<file path="src/hw/rtl/ecm_pkg.sv">
// Shared types and constants for the edge coverage map.
// Depends on nothing; ecm_front, ecm_back and edge_coverage_map_core refer to it by scoped names.
`default_nettype none

package ecm_pkg;

  // Field widths of the input and result words
  localparam int unsigned MODE_W        = 2;
  localparam int unsigned ADDR_W        = 64;
  localparam int unsigned READ_INDEX_W  = 16;
  localparam int unsigned MAP_INDEX_W   = 16;
  localparam int unsigned HIT_COUNT_W   = 8;

  // Hash shift amounts applied to the block address
  localparam int unsigned HASH_SHIFT_RIGHT = 4;
  localparam int unsigned HASH_SHIFT_LEFT  = 8;

  // Operation codes, equal to the mode field encoding
  typedef enum logic [MODE_W-1:0] {
    OP_RECORD = 2'd0,
    OP_READ   = 2'd1,
    OP_CLEAR  = 2'd2,
    OP_NONE   = 2'd3
  } op_e;

  // Back-end sequencer states
  typedef enum logic [3:0] {
    ST_IDLE   = 4'b0001,
    ST_LOOKUP = 4'b0010,
    ST_SWEEP  = 4'b0100,
    ST_EMIT   = 4'b1000
  } back_state_e;

endpackage

`default_nettype wire

</file>
<file path="src/hw/rtl/ecm_front.sv">
// Front end of the edge coverage map: classifies input words and forms counter indexes.
// Holds the previous-location register; depends on ecm_pkg.
`default_nettype none

module ecm_front #(
  parameter int unsigned MAP_BITS = 16
) (
  input  wire logic                               clk_i,
  input  wire logic                               rst_ni,
  input  wire logic                               accept_i,
  input  wire logic [ecm_pkg::MODE_W-1:0]         mode_i,
  input  wire logic [ecm_pkg::ADDR_W-1:0]         block_address_i,
  input  wire logic [ecm_pkg::READ_INDEX_W-1:0]   read_index_i,
  output ecm_pkg::op_e                            op_o,
  output logic [MAP_BITS-1:0]                     idx_o
);

  localparam int unsigned PadW =
    (MAP_BITS > ecm_pkg::READ_INDEX_W) ? MAP_BITS : ecm_pkg::READ_INDEX_W;

  logic [MAP_BITS-2:0]            prev_q, prev_d;
  logic [ecm_pkg::ADDR_W-1:0]     hash_full;
  logic [MAP_BITS-1:0]            loc;
  logic [PadW-1:0]                rd_ext;
  ecm_pkg::op_e                   op;

  // Decode mode into an operation
  assign op = ecm_pkg::op_e'(mode_i);

  // Hash the block address and mask to the map size
  assign hash_full = (block_address_i >> ecm_pkg::HASH_SHIFT_RIGHT)
                   ^ (block_address_i << ecm_pkg::HASH_SHIFT_LEFT);
  assign loc       = hash_full[MAP_BITS-1:0];
  assign rd_ext    = PadW'(read_index_i);

  // Pick the counter index for this word
  always_comb begin
    unique case (op)
      ecm_pkg::OP_RECORD: idx_o = loc ^ {1'b0, prev_q};
      ecm_pkg::OP_READ:   idx_o = rd_ext[MAP_BITS-1:0];
      default:            idx_o = '0;
    endcase
  end

  assign op_o = op;

  // Advance the previous location on each accepted record word
  always_comb begin
    prev_d = prev_q;
    if (accept_i && (op == ecm_pkg::OP_RECORD)) begin
      prev_d = loc[MAP_BITS-1:1];
    end
  end

  always_ff @(posedge clk_i or negedge rst_ni) begin
    if (!rst_ni) begin
      prev_q <= '0;
    end else begin
      prev_q <= prev_d;
    end
  end

endmodule

`default_nettype wire

</file>
<file path="config.mk">
export PLATFORM = sky130hd
export DESIGN_NAME = ecm_front
export DESIGN_NICKNAME = d
export VERILOG_FILES = /design/src/hw/rtl/ecm_pkg.sv /design/src/hw/rtl/ecm_front.sv
export SDC_FILE = /design/constraint.sdc
export NUM_CORES = 1
export LEC_CHECK = 0
export BUFFER_PORTS_ARGS = -buffer_cell sky130_fd_sc_hd__buf_2
export CORE_AREA = 2 2 51 64
export CTS_BUF_LIST = sky130_fd_sc_hd__clkbuf_8
export CTS_CLUSTER_DIAMETER = 50
export DETAILED_ROUTE_END_ITERATION = 7
export DIE_AREA = 0 0 53 66
export PLACE_DENSITY = 0.8
export SLEW_MARGIN = 10
export SYNTH_ARGS = -nofsm -noshare
export SYNTH_HDL_FRONTEND = slang
export SYNTH_SLANG_ARGS = --single-unit
</file>
<file path="constraint.sdc">
create_clock -name clk_i -period 1.2 [get_ports clk_i]
set_input_delay 0.18 -clock clk_i [delete_from_list [all_inputs] [get_ports clk_i]]
set_output_delay 0.18 -clock clk_i [all_outputs]
set_load 0.1 [all_outputs]
</file>
---- Word level (Yosys, flattened, before mapping) ----
Index checks and enable logic that the tools add are counted.
word-level totals
  register bits after elaboration ......... 15
  output and inout bits ................... 18
  logic and storage cells ................. 7
cells by class
  equal/unequal tests ..................... 1
  muxes and demuxes ....................... 1
  bitwise logic cells ..................... 2
  reductions and logical operators ........ 2
operators with widths
  kind                                                 count
  one-hot mux 16 bit (2 select lines)                  1
  bitwise XOR 16 x 15 -> 16 bit                        1
  bitwise XOR 16 bit                                   1
  equality test 2 x 1 -> 1 bit, second input constant  1
  logical NOT 2 bit                                    1
  logical AND 1 bit                                    1

---- Longest topological paths before layout ----
Gate-level depths: netlist (run 1).
  depth after elaboration ................. 3
  mapped depth ............................ 4
  mapped depth without buffers ............ 3

---- Least setup slack after synthesis (run 1) ----
No wires, ideal clock.
  kind .................................... register -> output
  from .................................... register prev_q[7]
  to ...................................... output port idx_o[7]
  data arrival time ....................... 1.837 ns
  setup slack ............................. -0.817 ns
  stages on the path, launching flop included .. 4
  path buffers ............................ 0
  cell sequence ........................... dfrtp_1 -> xor2_1 -> mux2i_1 -> nor2_1
between the ends
  longest elaborated chain between the ends .. 2
RTL lines
  item                                 line             text
  start: declaration                   ecm_front.sv:21  logic [MAP_BITS-2:0] prev_q, prev_d;
  start signal: assignment             ecm_front.sv:59  prev_q <= prev_d;
  bitwise XOR 16 x 15 -> 16 bit        ecm_front.sv:39  ecm_pkg::OP_RECORD: idx_o = loc ^ {1'b0, prev_q};
  one-hot mux 16 bit (2 select lines)  ecm_front.sv:38  unique case (op)
  end: declaration                     ecm_front.sv:15  output logic [MAP_BITS-1:0] idx_o
No other way between the ends.

---- Worst setup path in the final report (run 1) ----
  from .................................... register prev_q[0]
  to ...................................... output port idx_o[0]
The elaborated chain is that of the path after synthesis.

==> results.toml, run 1 <==
[critical_path]
rr_startpoint = "prev_q[6]$_DFFE_PN0P_"
cp-start-kind = "register"
worst-path-buf-inv = 1
max_stage_delay_ps = 410
path_delay_family = "flip-flops"
critPathSlowestCell = "dfrtp_1"
path_cells = "xor2_2 -> mux2i_2 -> nor2_4 -> buf_12"
critPathArrivalTime_ps = 1330
path_class = "register to output port"
critical_path_required_ps = 1020
cp_max_fo = 2
startpoint = "prev_q[0]$_DFFE_PN0P_"
cp-end-kind = "output port"

[routing]
route.detailed.drc = 0
drt_first_pass_iters = 4
wl_per_cell_um = 15.13
ant_nets = 0
wl_mm = 3.541
vias = 1157
via_per_inst = 4.944
drt_iter0_markers = 22

[sta]
maxSlewViolCount = 0
rsz0062_at_grt = "true"
tightest_slew_ps = 356.8
layout_min_cycle_time_ps = 1514
finClkSkew_ps = 0
period_share_pct = 126.1
max_freq_mhz = 660.6
fin_ws_ps = -313.7
maxSlewHeadroom_pct = 76.21
setup_viol = 15
hold_viol = 0

[place]
port_buffers = 58
hpwlAfterDp_mm = 2.635
postPlaceCellArea_mm2 = 0.001953
place_ws_ps = -220.4
dp_cells = 223
place.gp.congestion = 0.7190

[final_layout]
post-route-util_pct = 72.94
insertedDiodeCount = 0
fin_cells = 234
area_delta_synth_final_pct = 106.2
multi_input_area_um2 = 820.8
largest_reg_flops = 15
regMostFlops = "prev_q"
fill_cells = 191
top_regs = "prev_q: 15 flops"
regArea_um2 = 375.4
finalInstanceArea_mm2 = 0.002108
drive_gt1_share_pct = 68.18
nets = 284

[global_routing]
grt_antenna_before_repair = 0
grt_max_degree = 16
grt_pass1_wl_mm = 5.451
grt-ovfl-total = 0
grt_use_total_pct = 20.86
grt_pass1_vias = 1243

[logic_synthesis]
yosysUniqueCellTypes = 15
syn_nets = 194
synth_seq_cells = 15
seq_area_frac_synth_pct = 36.72
synthCells = 109
yosys_warnings = 0
synth.cell_area_mm2 = 0.001022
avgSynthCellArea_um2 = 9.378

[power]
leakage_uw = 0.0009884
vdd_drop_max_v = 0.0008573
powerDensity_mw_per_mm2 = 1239

[clocking]
clock_sinks = 15
cts_buffers = 3
ctsHtreeMaxLevel = 1
clock_latency_ps = 260
cts_buffer_depth = 2
cts_tree = "done"
cts_root_buf = "clkbuf_8"
clkTransAtPathRegs_ps = 70

[floorplan]
die_w_um = 53
die_area_mm2 = 0.003498
start_util_pct = 35.37
die_y_um = 66
core_region_area_mm2 = 0.002890
pin_count = 103
rows = 22

[min_path]
hp-class = "input pin to register"
min_from = "block_address_i[11]"

[outcome]
violations = "negative setup slack"
status = "complete, but fails checks"

[flow_run]
maxCapViolations = 0
area by class of cell:
| class | instances | share of cell area (%) |
|---|---|---|
| multi-input combinational | 88 | 38.93 |
| timing repair buffer | 91 | 38.93 |
| sequential | 15 | 17.80 |
| tap | 36 | 2.137 |
| clock buffer | 3 | 1.958 |
| clock inverter | 1 | 0.2374 |
metrics by stage:
step / hold slack [ps] / total power, uW / setup TNS, ps
detailed placement: 107.0 / 2076 / -2676
global placement: 99.61 / 2027 / -1726
CTS: 186.8 / 2537 / -3706
floorplan: -115.6 / 1517 / -988.2
global route: 187.5 / 2711 / -4332
finish: 188.2 / 2613 / -3823
worst paths after layout:
check | end | slack, ps | cells past startpoint
setup / recovery | idx_o[0] | -310 | 4
hold / removal | prev_q[6]$_DFFE_PN0P_ | 190 | 2
setup reg to reg | prev_q[6]$_DFFE_PN0P_ | 170 | 3
hold reg to reg | prev_q[3]$_DFFE_PN0P_ | 540 | 1
max in group asynchronous | prev_q[0]$_DFFE_PN0P_ | 570 | 2
min in group asynchronous | prev_q[2]$_DFFE_PN0P_ | 370 | 2
cells in the final DEF, fill, tap and decap left out, drive strengths merged:
cell,Yosys,layout
a21oi,7,7
and2b,1,1
nor3b,1,1
buf,6,90
clkinv,0,1
clkbuf,0,3
nand2,7,7
nor2,17,17
xnor2,7,7
xor2,9,9
mux2i,9,9
nand3,14,14
dfrtp,15,15
dlygate4sd3,0,1
or2,1,1
mux2,8,8
or3,7,7
report_power, final:
group / internal [uW] / switching [uW]
combinational: 651 / 845
sequential: 603 / 70.2
clock: 231 / 212
per-layer routing:
metal	vias up	track usage (%)	part of all wire, %
met2	55	36.56	53
li1	543	-	-
met4	0	8.333	2.8
met1	547	22.43	36
met3	12	7.014	8.2
met5	-	0	0
kinds of logic after synthesis:
kind of cell    share of synthesized area (%)
flops                                   36.72
buf+inv                                 5.141
xor+xnor                                13.71
compound gates                          3.427
mux                                     17.63
simple gates                            23.38
Yosys cell counts (all sizes together):
cell	instances	area share, %
nor2	17	6.2
dfrtp	15	37
nand3	14	6.9
mux2i	9	8.8
xor2	9	7.7
mux2	8	8.8
a21oi	7	3.4
nand2	7	2.6
or3	7	4.3
xnor2	7	6.0
buf	6	5.1
and2b	1	0.73
nor3b	1	1.8
or2	1	0.86
timing repair:
action,CTS,global route
endpoints found under the setup margin,15,16
endpoints found under the hold margin,15,0
hold buffers,1,0
pin swaps,14,6
setup buffers,3,3
gates resized for setup,2,8
(Power assumes the default switching activity.)
==> run 2, diff against run 1 <==
RECOVER_POWER = 25   (was not set)
==> run 2 against run 1 <==
Net effect:
- final cell count unchanged
- first-iteration DRC count unchanged
- via count about the same
- non-clock buffer count unchanged
- critical path depth unchanged
- largest cell class unchanged
- sequential share of layout area unchanged
- die area unchanged
- worst setup slack about the same
- sequential power about the same
- routed wire length about the same
- maximum frequency about the same
- total power about the same
- the flow still finishes with violations (negative setup slack)
==> results.toml, run 2 (synthesis results as in run 1) <==
[outcome]
status = "complete, but fails checks"
violations = "negative setup slack"

[critical_path]
worst-path-buf-inv = 1
path_delay_family = "flip-flops"
path_class = "register to output port"
critPathArrivalTime_ps = 1330
cp-end-kind = "output port"
path_cells = "xor2_2 -> mux2i_2 -> nor2_4 -> buf_12"
cp_max_fo = 2
cp-start-kind = "register"
critPathSlowestCell = "dfrtp_1"
critical_path_required_ps = 1020
max_stage_delay_ps = 410

[clocking]
clock_sinks = 15
cts_tree = "done"
cts_root_buf = "clkbuf_8"
clkTransAtPathRegs_ps = 70
ctsHtreeMaxLevel = 1
cts_buffers = 3
cts_buffer_depth = 2
clock_latency_ps = 260

[global_routing]
grt_max_degree = 16
grt-ovfl-total = 0
met3_usage_pct = 7.014
grt_pass1_wl_mm = 5.451
grtUsageMet1_pct = 22.43
grt_pass1_vias = 1243
grt_antenna_before_repair = 0
grt_use_total_pct = 20.86
grt_use_met2_pct = 36.56
grt.busiest_layer = "met2"

[final_layout]
finalInstanceArea_mm2 = 0.002108
nets = 284
largest_reg_flops = 15
top_regs = "prev_q: 15 flops"
insertedDiodeCount = 0
layout_commonest_cell = "buf_2"
post-route-util_pct = 72.94
fill_cells = 191
fin_cells = 234
regMostFlops = "prev_q"
area_delta_synth_final_pct = 106.2
layout_common_cells = "buf_2 (38), buf_4 (31), buf_12 (18), dfrtp_1 (15)"
drive_gt1_share_pct = 68.18

[place]
place.gp.congestion = 0.7190
port_buffers = 58
hpwlAfterDp_mm = 2.635
postPlaceCellArea_mm2 = 0.001953
dp_cells = 223

[sta]
finalSetupTns_ps = -3827
layout_min_cycle_time_ps = 1514
tightest_slew_ps = 396.9
fin_ws_ps = -313.8
maxSlewViolCount = 0
period_share_pct = 126.1
finClkSkew_ps = 0
setup_viol = 15
rsz0062_at_grt = "true"
hold_viol = 0
max_freq_mhz = 660.6
maxSlewHeadroom_pct = 73.54

[min_path]
hp-class = "input pin to register"

[power]
vdd_drop_max_v = 0.0008573
leakage_uw = 0.0009886
finalPower_uw = 2613
powerDensity_mw_per_mm2 = 1239

[routing]
vias = 1158
wl_per_cell_um = 15.14
wl_mm = 3.542
drt_first_pass_iters = 4
route.detailed.drc = 0
drt_iter0_markers = 22
ant_nets = 0
via_per_inst = 4.949

[floorplan]
pin_count = 103
core_region_area_mm2 = 0.002890
die_w_um = 53
die_area_mm2 = 0.003498
die_y_um = 66
rows = 22
start_util_pct = 35.37

[flow_run]
maxCapViolations = 0
==> run 2: cell types whose count changed in the layout (fill, tap and decap cells not counted) <==
cell,previous run,this run
clkbuf_2,0,1
buf_2,39,38
==> run 2: what timing repair did <==
action / 4_1_cts / 5_1_grt
hold buffers: 1 / 0
setup endpoints to repair: 15 / 16
hold endpoints to repair: 15 / 0
gates resized for setup: 2 / 8
setup buffers: 3 / 3
pin swaps: 14 / 6
==> run 2: path summary, 6_finish.rpt <==
| path | slack (ps) | from | cells after the start | to |
|---|---|---|---|---|
| hold reg to reg | 540 | prev_q[3]$_DFFE_PN0P_ | 1 | prev_q[3]$_DFFE_PN0P_ |
| setup / recovery | -310 | prev_q[0]$_DFFE_PN0P_ | 4 | idx_o[0] |
| hold / removal | 190 | block_address_i[11] | 2 | prev_q[6]$_DFFE_PN0P_ |
| setup reg to reg | 170 | prev_q[6]$_DFFE_PN0P_ | 3 | prev_q[6]$_DFFE_PN0P_ |
| max in group asynchronous | 540 | rst_ni | 2 | prev_q[0]$_DFFE_PN0P_ |
| min in group asynchronous | 380 | rst_ni | 2 | prev_q[2]$_DFFE_PN0P_ |
==> run 2: power breakdown <==
| part | internal [uW] | switching [uW] |
|---|---|---|
| logic | 651 | 845 |
| registers | 603 | 70.2 |
| clock network | 231 | 212 |
| total | 1490 | 1130 |
==> run 2: area by class of cell <==
type                       instances  area [um2]  share of cell area, %
multi-input combinational         88       820.8                  38.93
tap                               36       45.04                  2.137
sequential                        15       375.4                  17.80
timing repair buffer              91       820.8                  38.93
clock buffer                       3       41.29                  1.958
clock inverter                     1       5.005                 0.2374
==> run 2: stage by stage <==
step                hold slack (ps)  worst slack [ps]
floorplan                    -115.6            -204.2
global placement              99.61            -207.0
detailed placement            107.0            -220.4
CTS                           186.8            -284.7
global route                  187.5            -357.2
finish                        188.2            -313.8
==> run 2: routing by layer <==
metal  share of wire (%)  up-vias
li1                    -      543
met1                  36      548
met2                  53       55
met3                 8.3       12
met4                 2.8        0
met5                   0        -
