$ cat config.mk
export PLATFORM = sky130hd
export DESIGN_NAME = ecm_queue
export DESIGN_NICKNAME = d
export VERILOG_FILES = /design/src/hw/rtl/ecm_queue.sv
export SDC_FILE = /design/constraint.sdc
export NUM_CORES = 1
export LEC_CHECK = 0
export ABC_AREA = 1
export CAP_MARGIN = 20
export CORE_MARGIN = 2
export CORE_UTILIZATION = 25
export CTS_CLUSTER_SIZE = 12
export DETAILED_ROUTE_END_ITERATION = 16
export DONT_BUFFER_PORTS = 1
export PLACE_DENSITY_LB_ADDON = 0.25
export SYNTH_ARGS = -nofsm -noshare
export SYNTH_HDL_FRONTEND = slang
export SYNTH_SLANG_ARGS = --single-unit
$ cat constraint.sdc
create_clock -name clk_i -period 1.9 [get_ports clk_i]
set_input_delay 0.19 -clock clk_i [delete_from_list [all_inputs] [get_ports clk_i]]
set_output_delay 0.19 -clock clk_i [all_outputs]
set_load 0.05 [all_outputs]
$ cat src/hw/rtl/ecm_queue.sv
// Two-entry queue that decouples the front end from the back end.
// Stores flat words of DATA_W bits; depends on nothing else.
`default_nettype none

module ecm_queue #(
  parameter int unsigned DATA_W = 18
) (
  input  wire logic              clk_i,
  input  wire logic              rst_ni,
  input  wire logic              push_i,
  input  wire logic [DATA_W-1:0] push_data_i,
  output logic                   full_o,
  input  wire logic              pop_i,
  output logic                   valid_o,
  output logic [DATA_W-1:0]      pop_data_o
);

  logic [DATA_W-1:0] entry_q [2];
  logic              wr_ptr_q, wr_ptr_d;
  logic              rd_ptr_q, rd_ptr_d;
  logic [1:0]        count_q, count_d;

  assign full_o     = (count_q == 2'd2);
  assign valid_o    = (count_q != 2'd0);
  assign pop_data_o = entry_q[rd_ptr_q];

  // Advance pointers and count
  always_comb begin
    wr_ptr_d = wr_ptr_q ^ push_i;
    rd_ptr_d = rd_ptr_q ^ pop_i;
    count_d  = count_q + 2'(push_i) - 2'(pop_i);
  end

  always_ff @(posedge clk_i or negedge rst_ni) begin
    if (!rst_ni) begin
      wr_ptr_q <= 1'b0;
      rd_ptr_q <= 1'b0;
      count_q  <= 2'd0;
    end else begin
      wr_ptr_q <= wr_ptr_d;
      rd_ptr_q <= rd_ptr_d;
      count_q  <= count_d;
    end
  end

  // Hold the stored words
  always_ff @(posedge clk_i) begin
    if (push_i) begin
      entry_q[wr_ptr_q] <= push_data_i;
    end
  end

endmodule

`default_nettype wire

## After elaboration in Yosys (flattened, before gate mapping)

Memory sizes are Yosys's and may differ from the RTL's.
Index checks and enable logic that the tools add are counted.

| word-level totals | value |
|---|---|
| flip-flop bits (word level) | 4 |
| bits in writable memories | 36 |
| input port bits | 22 |
| output and inout bits | 20 |
| word-level logic and storage cells | 12 |
| memories | 1 |

| cells by class | value |
|---|---|
| $add $sub $neg | 2 |
| equality and inequality tests | 1 |
| muxes and demuxes | 2 |
| bitwise gates (word level) | 2 |
| reduce and logical (&&, ||, !) cells | 1 |

Memories:

| name | words | bits a word | read ports | clocked after memory_dff | write ports | RTL line | text |
|---|---|---|---|---|---|---|---|
| entry_q | 2 | 18 | 1 | 0 | 1 | 18 | `logic [DATA_W-1:0] entry_q [2];` |

Operator list:

| cell | count |
|---|---|
| adder 2 x 1 -> 2 bit | 1 |
| == test 2 bit, second input constant | 1 |
| 2-to-1 mux 1 bit | 2 |
| nonzero test 2 bit | 1 |
| subtractor 2 x 1 -> 2 bit | 1 |
| bitwise XOR 1 bit | 2 |

## Longest topological paths before layout

Gate-level depths: netlist of run 1.

| depth | value |
|---|---|
| word-level depth | 2 |
| depth in mapped cells | 7 |
| gate-level depth less buffers | 7 |

## Worst setup path before layout of run 1

OpenSTA, ideal clock, no wires.

| timing | value |
|---|---|
| kind | register -> output |
| from | reg rd_ptr_q |
| to | out pop_data_o[0] |
| data arrival time | 1602 ps |
| required time | 1710 ps |
| path slack | 108 ps |
| cell stages (with the launch flop) | 3 |
| path buffers | 1 |
| path through | dfrtp_1 > buf_6 > o21ai_0 |

| on the way | value |
|---|---|
| word-level cells in the longest chain between the ends | 1 |

Ends and longest elaborated chain:

| item | RTL line | text |
|---|---|---|
| start: declaration | 20 | `logic rd_ptr_q, rd_ptr_d;` |
| start signal: assignment | 41 | `rd_ptr_q <= rd_ptr_d;` |
| memory read (2 x 18 bit) | n/a |  |
| end: declaration | 15 | `output logic [DATA_W-1:0] pop_data_o` |

No other way between the ends.

## Final worst setup path of run 1

| timing | value |
|---|---|
| from | reg rd_ptr_q |
| to | out pop_data_o[13] |

The elaborated chain is that of the path after synthesis.

==> results.tsv, run 1 <==
stage	metric	value	unit
setup_path	critPathLaunch	rd_ptr_q$_DFF_PN0_	
sta	whs	46.6	ps
sta	fin_skew	2.45	ps
synthesis	synth.distinct_cells	12	
setup_path	path_max_fanout	26	
sta	tns	0	ps
setup_path	r2r_start	wr_ptr_q$_DFF_PN0_	
synthesis	synth_fp_nets	144	
finish	final_nets	190	
routing	drc_errors	0	
global_routing	grt_pass1_wl	4.53	mm
finish	drive_above_1_share	24.8	%
finish	instances_no_fill	242	
finish	syn2layout_area_growth	35.3	%
placed_design	placed_area	0.00190	mm^2
setup_path	crit_type	reg -> out	
power	p_per_area	1710	mW/mm^2
synthesis	synthAdderAreaFrac	3.07	%
setup_path	critical_path.top_delay_family	buffers and inverters	
synthesis	ys_seq_elements	40	
power	power.share.clock	17.0	%
cts	numCtsBuffers	5	
status	status	complete, no violations	
setup_path	end_kind	output pin	
global_routing	antenna_found_initial	0	
cts	cts_setup_buffers	0	
cts	postCtsHoldBufs	20	
routing	routedLengthMet1	1.14	mm
placed_design	post-place-ws	660	ps
cts	clk_pin_slew	70	ps
routing	met3_length	206	um
cts	clk_path_buf_depth	2	
placed_design	globalplace.congestion	0.672	
routing	wl_met2	1.34	mm
cts	cts_root_buf	clkbuf_8	
setup_path	path_buf_inv	2	
setup_path	cp.required	1710	ps
synthesis	synthSimpleGateAreaFrac	6.06	%
sta	timing.fmax	0.656	GHz
setup_path	critPathMaxStageDelay	340	ps
setup_path	path_common_cell	buf_4	
sta	slew_headroom	69.1	%
global_routing	grt_max_degree	27	
global_routing	grt_pass1_vias	971	
synthesis	yosysSeqAreaShare	72.4	%
global_routing	grtUsageTotal	8.18	%
setup_path	arrival	1330	ps
routing	drt_first_pass_iters	4	
synthesis	synth_cells	118	
routing	drt_wl_total	2.71	mm
routing	wl_per_cell	11.2	um
power	p_sw	1.61	mW
cts	cts_tree	done	
placed_design	hpwl	1.95	mm
sta	finalCritPeriodShare	80.2	%
floorplanning	dieArea	0.00718	mm^2
cts	ctsResizeCount	0	
power	total_power	3.78	mW
finish	fin_util	34.9	%
floorplanning	io_pins	42	
sta	drv_slew	0	
synthesis	syn_area	0.00163	mm^2
power	seqPwrFrac	32.5	%
power	pwr-share-comb	50.5	%
synthesis	synth_xor_area_share	0.537	%
setup_path	cp-start-kind	register	
sta	rsz0062_at_grt	false	
placed_design	placement.io_buffers	0	
setup_path	slowest_stage	dfrtp_1	
setup_path	r2r_slack	690	ps
sta	worst_pin_slew	462	ps
power	p_leak	0.920	nW
floorplanning	die_w	84.8	um
synthesis	yosys_warnings	0	
power	swShare	42.6	%
synthesis	synthMuxAreaShare	0	%
setup_path	ff2ff_path_depth	3	
routing	vias	946	
floorplanning	fp-row-count	29	
finish	diodes	0	
routing	via_per_inst	3.91	
job	cap_viol_max_count	0	
synthesis	synth_top_family_by_area	buffers and inverters	
placed_design	placed_cells	214	
min_path	hp-class	in -> reg	
routing	ant_nets	0	
power	p_int	2.17	mW
sta	finalHoldViolations	0	
floorplanning	initial_core_util	25.8	%
finish	post-route-cell-area	0.00221	mm^2
setup_path	crit_end	pop_data_o[13]	
sta	setup_ws	376	ps
synthesis	synth.avg_cell_area	13.8	um^2
routing	initialDrtViolationCount	26	
sta	setup_viol	0	
setup_path	crit_chain	buf_4, nand2_1, o21ai_2, buf_4	
sta	min_period	1520	ps
floorplanning	die_y	84.8	um
synthesis	synth_compound_area_share	8.29	%
cts	clkSinkCount	40	
setup_path	r2r_end	entry_q[0][14]$_DFFE_PP_	
cts	clock_latency	280	ps
routing	top_layer_used	met4	
floorplanning	core-area	0.00631	mm^2
global_routing	overflow	0	
power	vdd_drop_max	0.781	mV
setup_path	crit_cells	4	
cts	ctsHtreeMaxLevel	2	
[Yosys cell counts]
library cell  count  area share, %
nor2_1            1           0.23
edfxtp_1         36             66
xor2_1            1           0.54
inv_1            25            5.8
ha_1              4            3.1
o21ai_2          12            6.4
nand3_1           1           0.31
o21ai_0           6            1.8
dfrtp_1           4            6.1
buf_6             2            1.4
buf_12            2            2.5
nand2_1          24            5.5
[power by group through the flow]
stage	Combinational, mW	Sequential, mW	Clock, mW
6_report	1.91	1.23	0.644
3_3_place_gp	1.87	1.24	0
3_5_place_dp	1.90	1.25	0
5_1_grt	2.03	1.24	0.728
2_1_floorplan	1.41	1.24	0
4_1_cts	1.94	1.23	0.677
[layout by cell type, fill, tap and decap left out, drive strengths merged]
master | netlist | layout
clkinv | 0 | 2
inv | 25 | 25
o21ai | 18 | 18
clkbuf | 0 | 5
nor2 | 1 | 1
ha | 4 | 4
dlygate4sd3 | 0 | 20
bufinv | 0 | 1
nand3 | 1 | 1
xor2 | 1 | 1
nand2 | 24 | 24
buf | 4 | 23
dfrtp | 4 | 4
edfxtp | 36 | 36
[worst reg2reg max path: stages (launching register included)]
cell and delay [ps]:
dfrtp_1 390, inv_1 60, ha_1 290, buf_12 200
[layout make-up]
cell class	instances	area (um^2)
repair buffers	43	435
inverters	25	93.8
multi-input cells	49	293
clock buffers	5	68.8
flip-flops and latches	40	1180
fillers	629	4110
well taps	77	96.3
clock inverters	3	37.5
[cell families after synthesis]
kind of cell	Yosys count
buffers and inverters	29
DFF	40
xor gates and xnor gates	1
AOI/OAI and AO/OA	18
and+or+nand+nor	26
adders and majority gates	4
[per-layer routing]
metal	global-route usage, %	vias up
li1	-	479
met1	9.66	425
met2	13.2	38
met3	3.83	4
met4	2.60	0
met5	0	-
[worst min path at each step]
stage	from	to	slack, ps	cells past startpoint
after floorplan	rst_ni	count_q[0]$_DFF_PN0_	-110	0
after global placement	rst_ni	count_q[0]$_DFF_PN0_	-110	0
after detailed placement	rst_ni	count_q[0]$_DFF_PN0_	-110	0
after CTS	push_i	count_q[0]$_DFF_PN0_	30	1
after global routing	push_i	count_q[0]$_DFF_PN0_	30	1
final	push_i	count_q[0]$_DFF_PN0_	50	1
[registers in the layout, summed over array words and instances, names as in the netlist]
name and cells:
count_q 2, entry_q 36, rd_ptr_q 1, wr_ptr_q 1
(Power assumes the default switching activity.)
==> inputs of run 2 (changes only) <==
==> constraint.sdc (replaced) <==
create_clock -name clk_i -period 1.4 [get_ports clk_i]
set_input_delay 0.14 -clock clk_i [delete_from_list [all_inputs] [get_ports clk_i]]
set_output_delay 0.14 -clock clk_i [all_outputs]
set_load 0.05 [all_outputs]
==> results.tsv, run 2 (same netlist as run 1, synthesis figures left out) <==
stage	metric	value	unit	change
sta	timing.fmax	0.702	GHz	
finish	diodes	0		unchanged
setup_path	slowest_stage	dfrtp_2		
routing	met3_length	212	um	+2.9%
routing	drt_wl_total	3.01	mm	+11%
power	p_leak	1.00	nW	+8.9%
cts	clk_path_buf_depth	2		unchanged
routing	wl_per_cell	12.2	um	+9.0%
setup_path	cp.required	1260	ps	-450 ps
floorplanning	dieArea	0.00718	mm^2	unchanged
global_routing	grtUsageTotal	8.63	%	+0.46 points
setup_path	cp-start-kind	register		
min_path	hp-class	in -> reg		
sta	min_period	1430	ps	
sta	setup_viol	15		+15
routing	top_layer_used	met4		
finish	largest_reg_flops	36		unchanged
status	violations	setup timing		
setup_path	end_kind	output pin		
sta	worst_pin_slew	462	ps	+0.185 ps
finish	final_cell_mix	edfxtp_1 (36), inv_1 (25), dlygate4sd3_1 (21)		
finish	top_register	entry_q		
status	status	finished, violations left		
routing	drc_errors	0		unchanged
setup_path	critPathMaxStageDelay	490	ps	+150 ps
global_routing	antenna_found_initial	0		unchanged
cts	clk_pin_slew	70	ps	about the same
finish	reg_top3	entry_q x36, count_q x2		
finish	syn2layout_area_growth	50.8	%	
routing	initialDrtViolationCount	22		-15%
sta	tns	-106	ps	-106 ps
floorplanning	die_y	84.8	um	unchanged
floorplanning	initial_core_util	25.8	%	unchanged
cts	ctsHtreeMaxLevel	2		unchanged
routing	drt_first_pass_iters	2		-2
sta	slew_headroom	69.1	%	about the same
sta	drv_slew	0		unchanged
floorplanning	fp-row-count	29		unchanged
routing	ant_nets	0		unchanged
finish	n_fill_cell	615		-2.2%
placed_design	globalplace.congestion	0.695		+3.5%
finish	drive_above_1_share	33.5	%	+8.7 points
sta	setup_ws	-25.3	ps	-402 ps
floorplanning	die_w	84.8	um	unchanged
power	p_int	3.38	mW	+56%
setup_path	crit_type	reg -> out		
setup_path	path_max_fanout	7		-73%
cts	cts_root_buf	clkbuf_8		
global_routing	grt_pass1_vias	1070		+10%
power	p_sw	2.46	mW	+52%
power	vdd_drop_max	1.28	mV	+64%
setup_path	arrival	1290	ps	-40 ps
power	pwr-share-comb	55.4	%	+4.9 points
cts	cts_tree	done		
sta	rsz0062_at_grt	true		
finish	multi_input_area	400	um^2	+37%
routing	routedLengthMet1	1.25	mm	+9.4%
sta	finalCritPeriodShare	102	%	
power	swShare	42.1	%	-0.54 points
power	p_per_area	2370	mW/mm^2	+39%
job	cap_viol_max_count	0		unchanged
routing	via_per_inst	3.96		+1.4%
floorplanning	core-area	0.00631	mm^2	unchanged
finish	final_nets	195		+2.6%
sta	finalHoldViolations	0		unchanged
floorplanning	io_pins	42		unchanged
routing	vias	979		+3.5%
power	power.share.clock	15.3	%	-1.7 points
sta	fin_skew	5.43	ps	+2.97 ps
finish	ff_latch_area	0.00118	mm^2	+0.11%
cts	clock_latency	280	ps	about the same
global_routing	grt_max_degree	27		unchanged
global_routing	overflow	0		unchanged
placed_design	hpwl	2.00	mm	+2.4%
power	total_power	5.84	mW	+54%
setup_path	crit_chain	clkbuf_16, o21ai_4, buf_6		
finish	instances_no_fill	247		+2.1%
placed_design	placement.io_buffers	0		unchanged
placed_design	placed_cells	216		+0.93%
cts	clkSinkCount	40		unchanged
finish	final_common_cell	edfxtp_1		
global_routing	grt_pass1_wl	4.74	mm	+4.6%
cts	cts_setup_buffers	0		unchanged
finish	fin_util	38.9	%	+4.0 points
placed_design	post-place-ws	237	ps	-424 ps
power	seqPwrFrac	29.4	%	-3.1 points
cts	numCtsBuffers	5		unchanged
routing	wl_met2	1.50	mm	+12%
-- run 2: layout make-up --
cell class / count / share of cell area, %
flip-flops and latches: 40 / 48.1
multi-input cells: 49 / 16.3
well taps: 77 / 3.92
inverters: 25 / 3.82
clock inverters: 2 / 1.42
clock buffers: 6 / 2.95
repair buffers: 48 / 23.5
-- run 2: worst paths after layout --
kind,cells past startpoint,from,slack (ps),end
max in group asynchronous,1,rst_ni,1090,rd_ptr_q$_DFF_PN0_
min in group asynchronous,1,rst_ni,130,count_q[1]$_DFF_PN0_
worst min register to register,3,count_q[1]$_DFF_PN0_,580,count_q[1]$_DFF_PN0_
worst max-delay path,3,rd_ptr_q$_DFF_PN0_,-30,pop_data_o[2]
worst min-delay path,2,push_i,20,wr_ptr_q$_DFF_PN0_
worst max register to register,7,count_q[0]$_DFF_PN0_,230,count_q[1]$_DFF_PN0_
-- run 2: metal layers --
layer / track usage (%) / vias up
met5: 0 / -
met4: 3.90 / 0
met3: 3.74 / 7
met2: 14.5 / 38
met1: 9.42 / 443
li1: - / 491
-- run 2: through the flow --
step	cell area, um^2	hold slack (ps)
floorplan	1630	-156
global placement	1930	-155
detailed placement	1930	-155
CTS	2280	13.3
global route	2460	16.3
finish	2460	24.8
-- run 2: worst max-delay path: cells and delay by family, from the launching register on --
family / cells / cell delay [ps]
AO/OA/AOI/OAI: 1 / 140
buffers and inverters: 2 / 380
flip-flops: 1 / 490
-- run 2: power groups by stage --
| stage | Clock [mW] | Combinational [mW] | Sequential, mW |
|---|---|---|---|
| after floorplan | 0 | 1.91 | 1.68 |
| after global placement | 0 | 2.60 | 1.69 |
| after detailed placement | 0 | 2.64 | 1.70 |
| after CTS | 0.925 | 2.80 | 1.68 |
| after global routing | 0.985 | 3.43 | 1.74 |
| final | 0.891 | 3.23 | 1.71 |
-- run 2: repair_timing --
| action | CTS | global route |
|---|---|---|
| endpoints found under the setup margin | 5 | 18 |
| pin swaps | 0 | 7 |
| cloned | 0 | 2 |
| hold buffers | 21 | 0 |
| resized for setup | 9 | 30 |
| endpoints found under the hold margin | 42 | 0 |
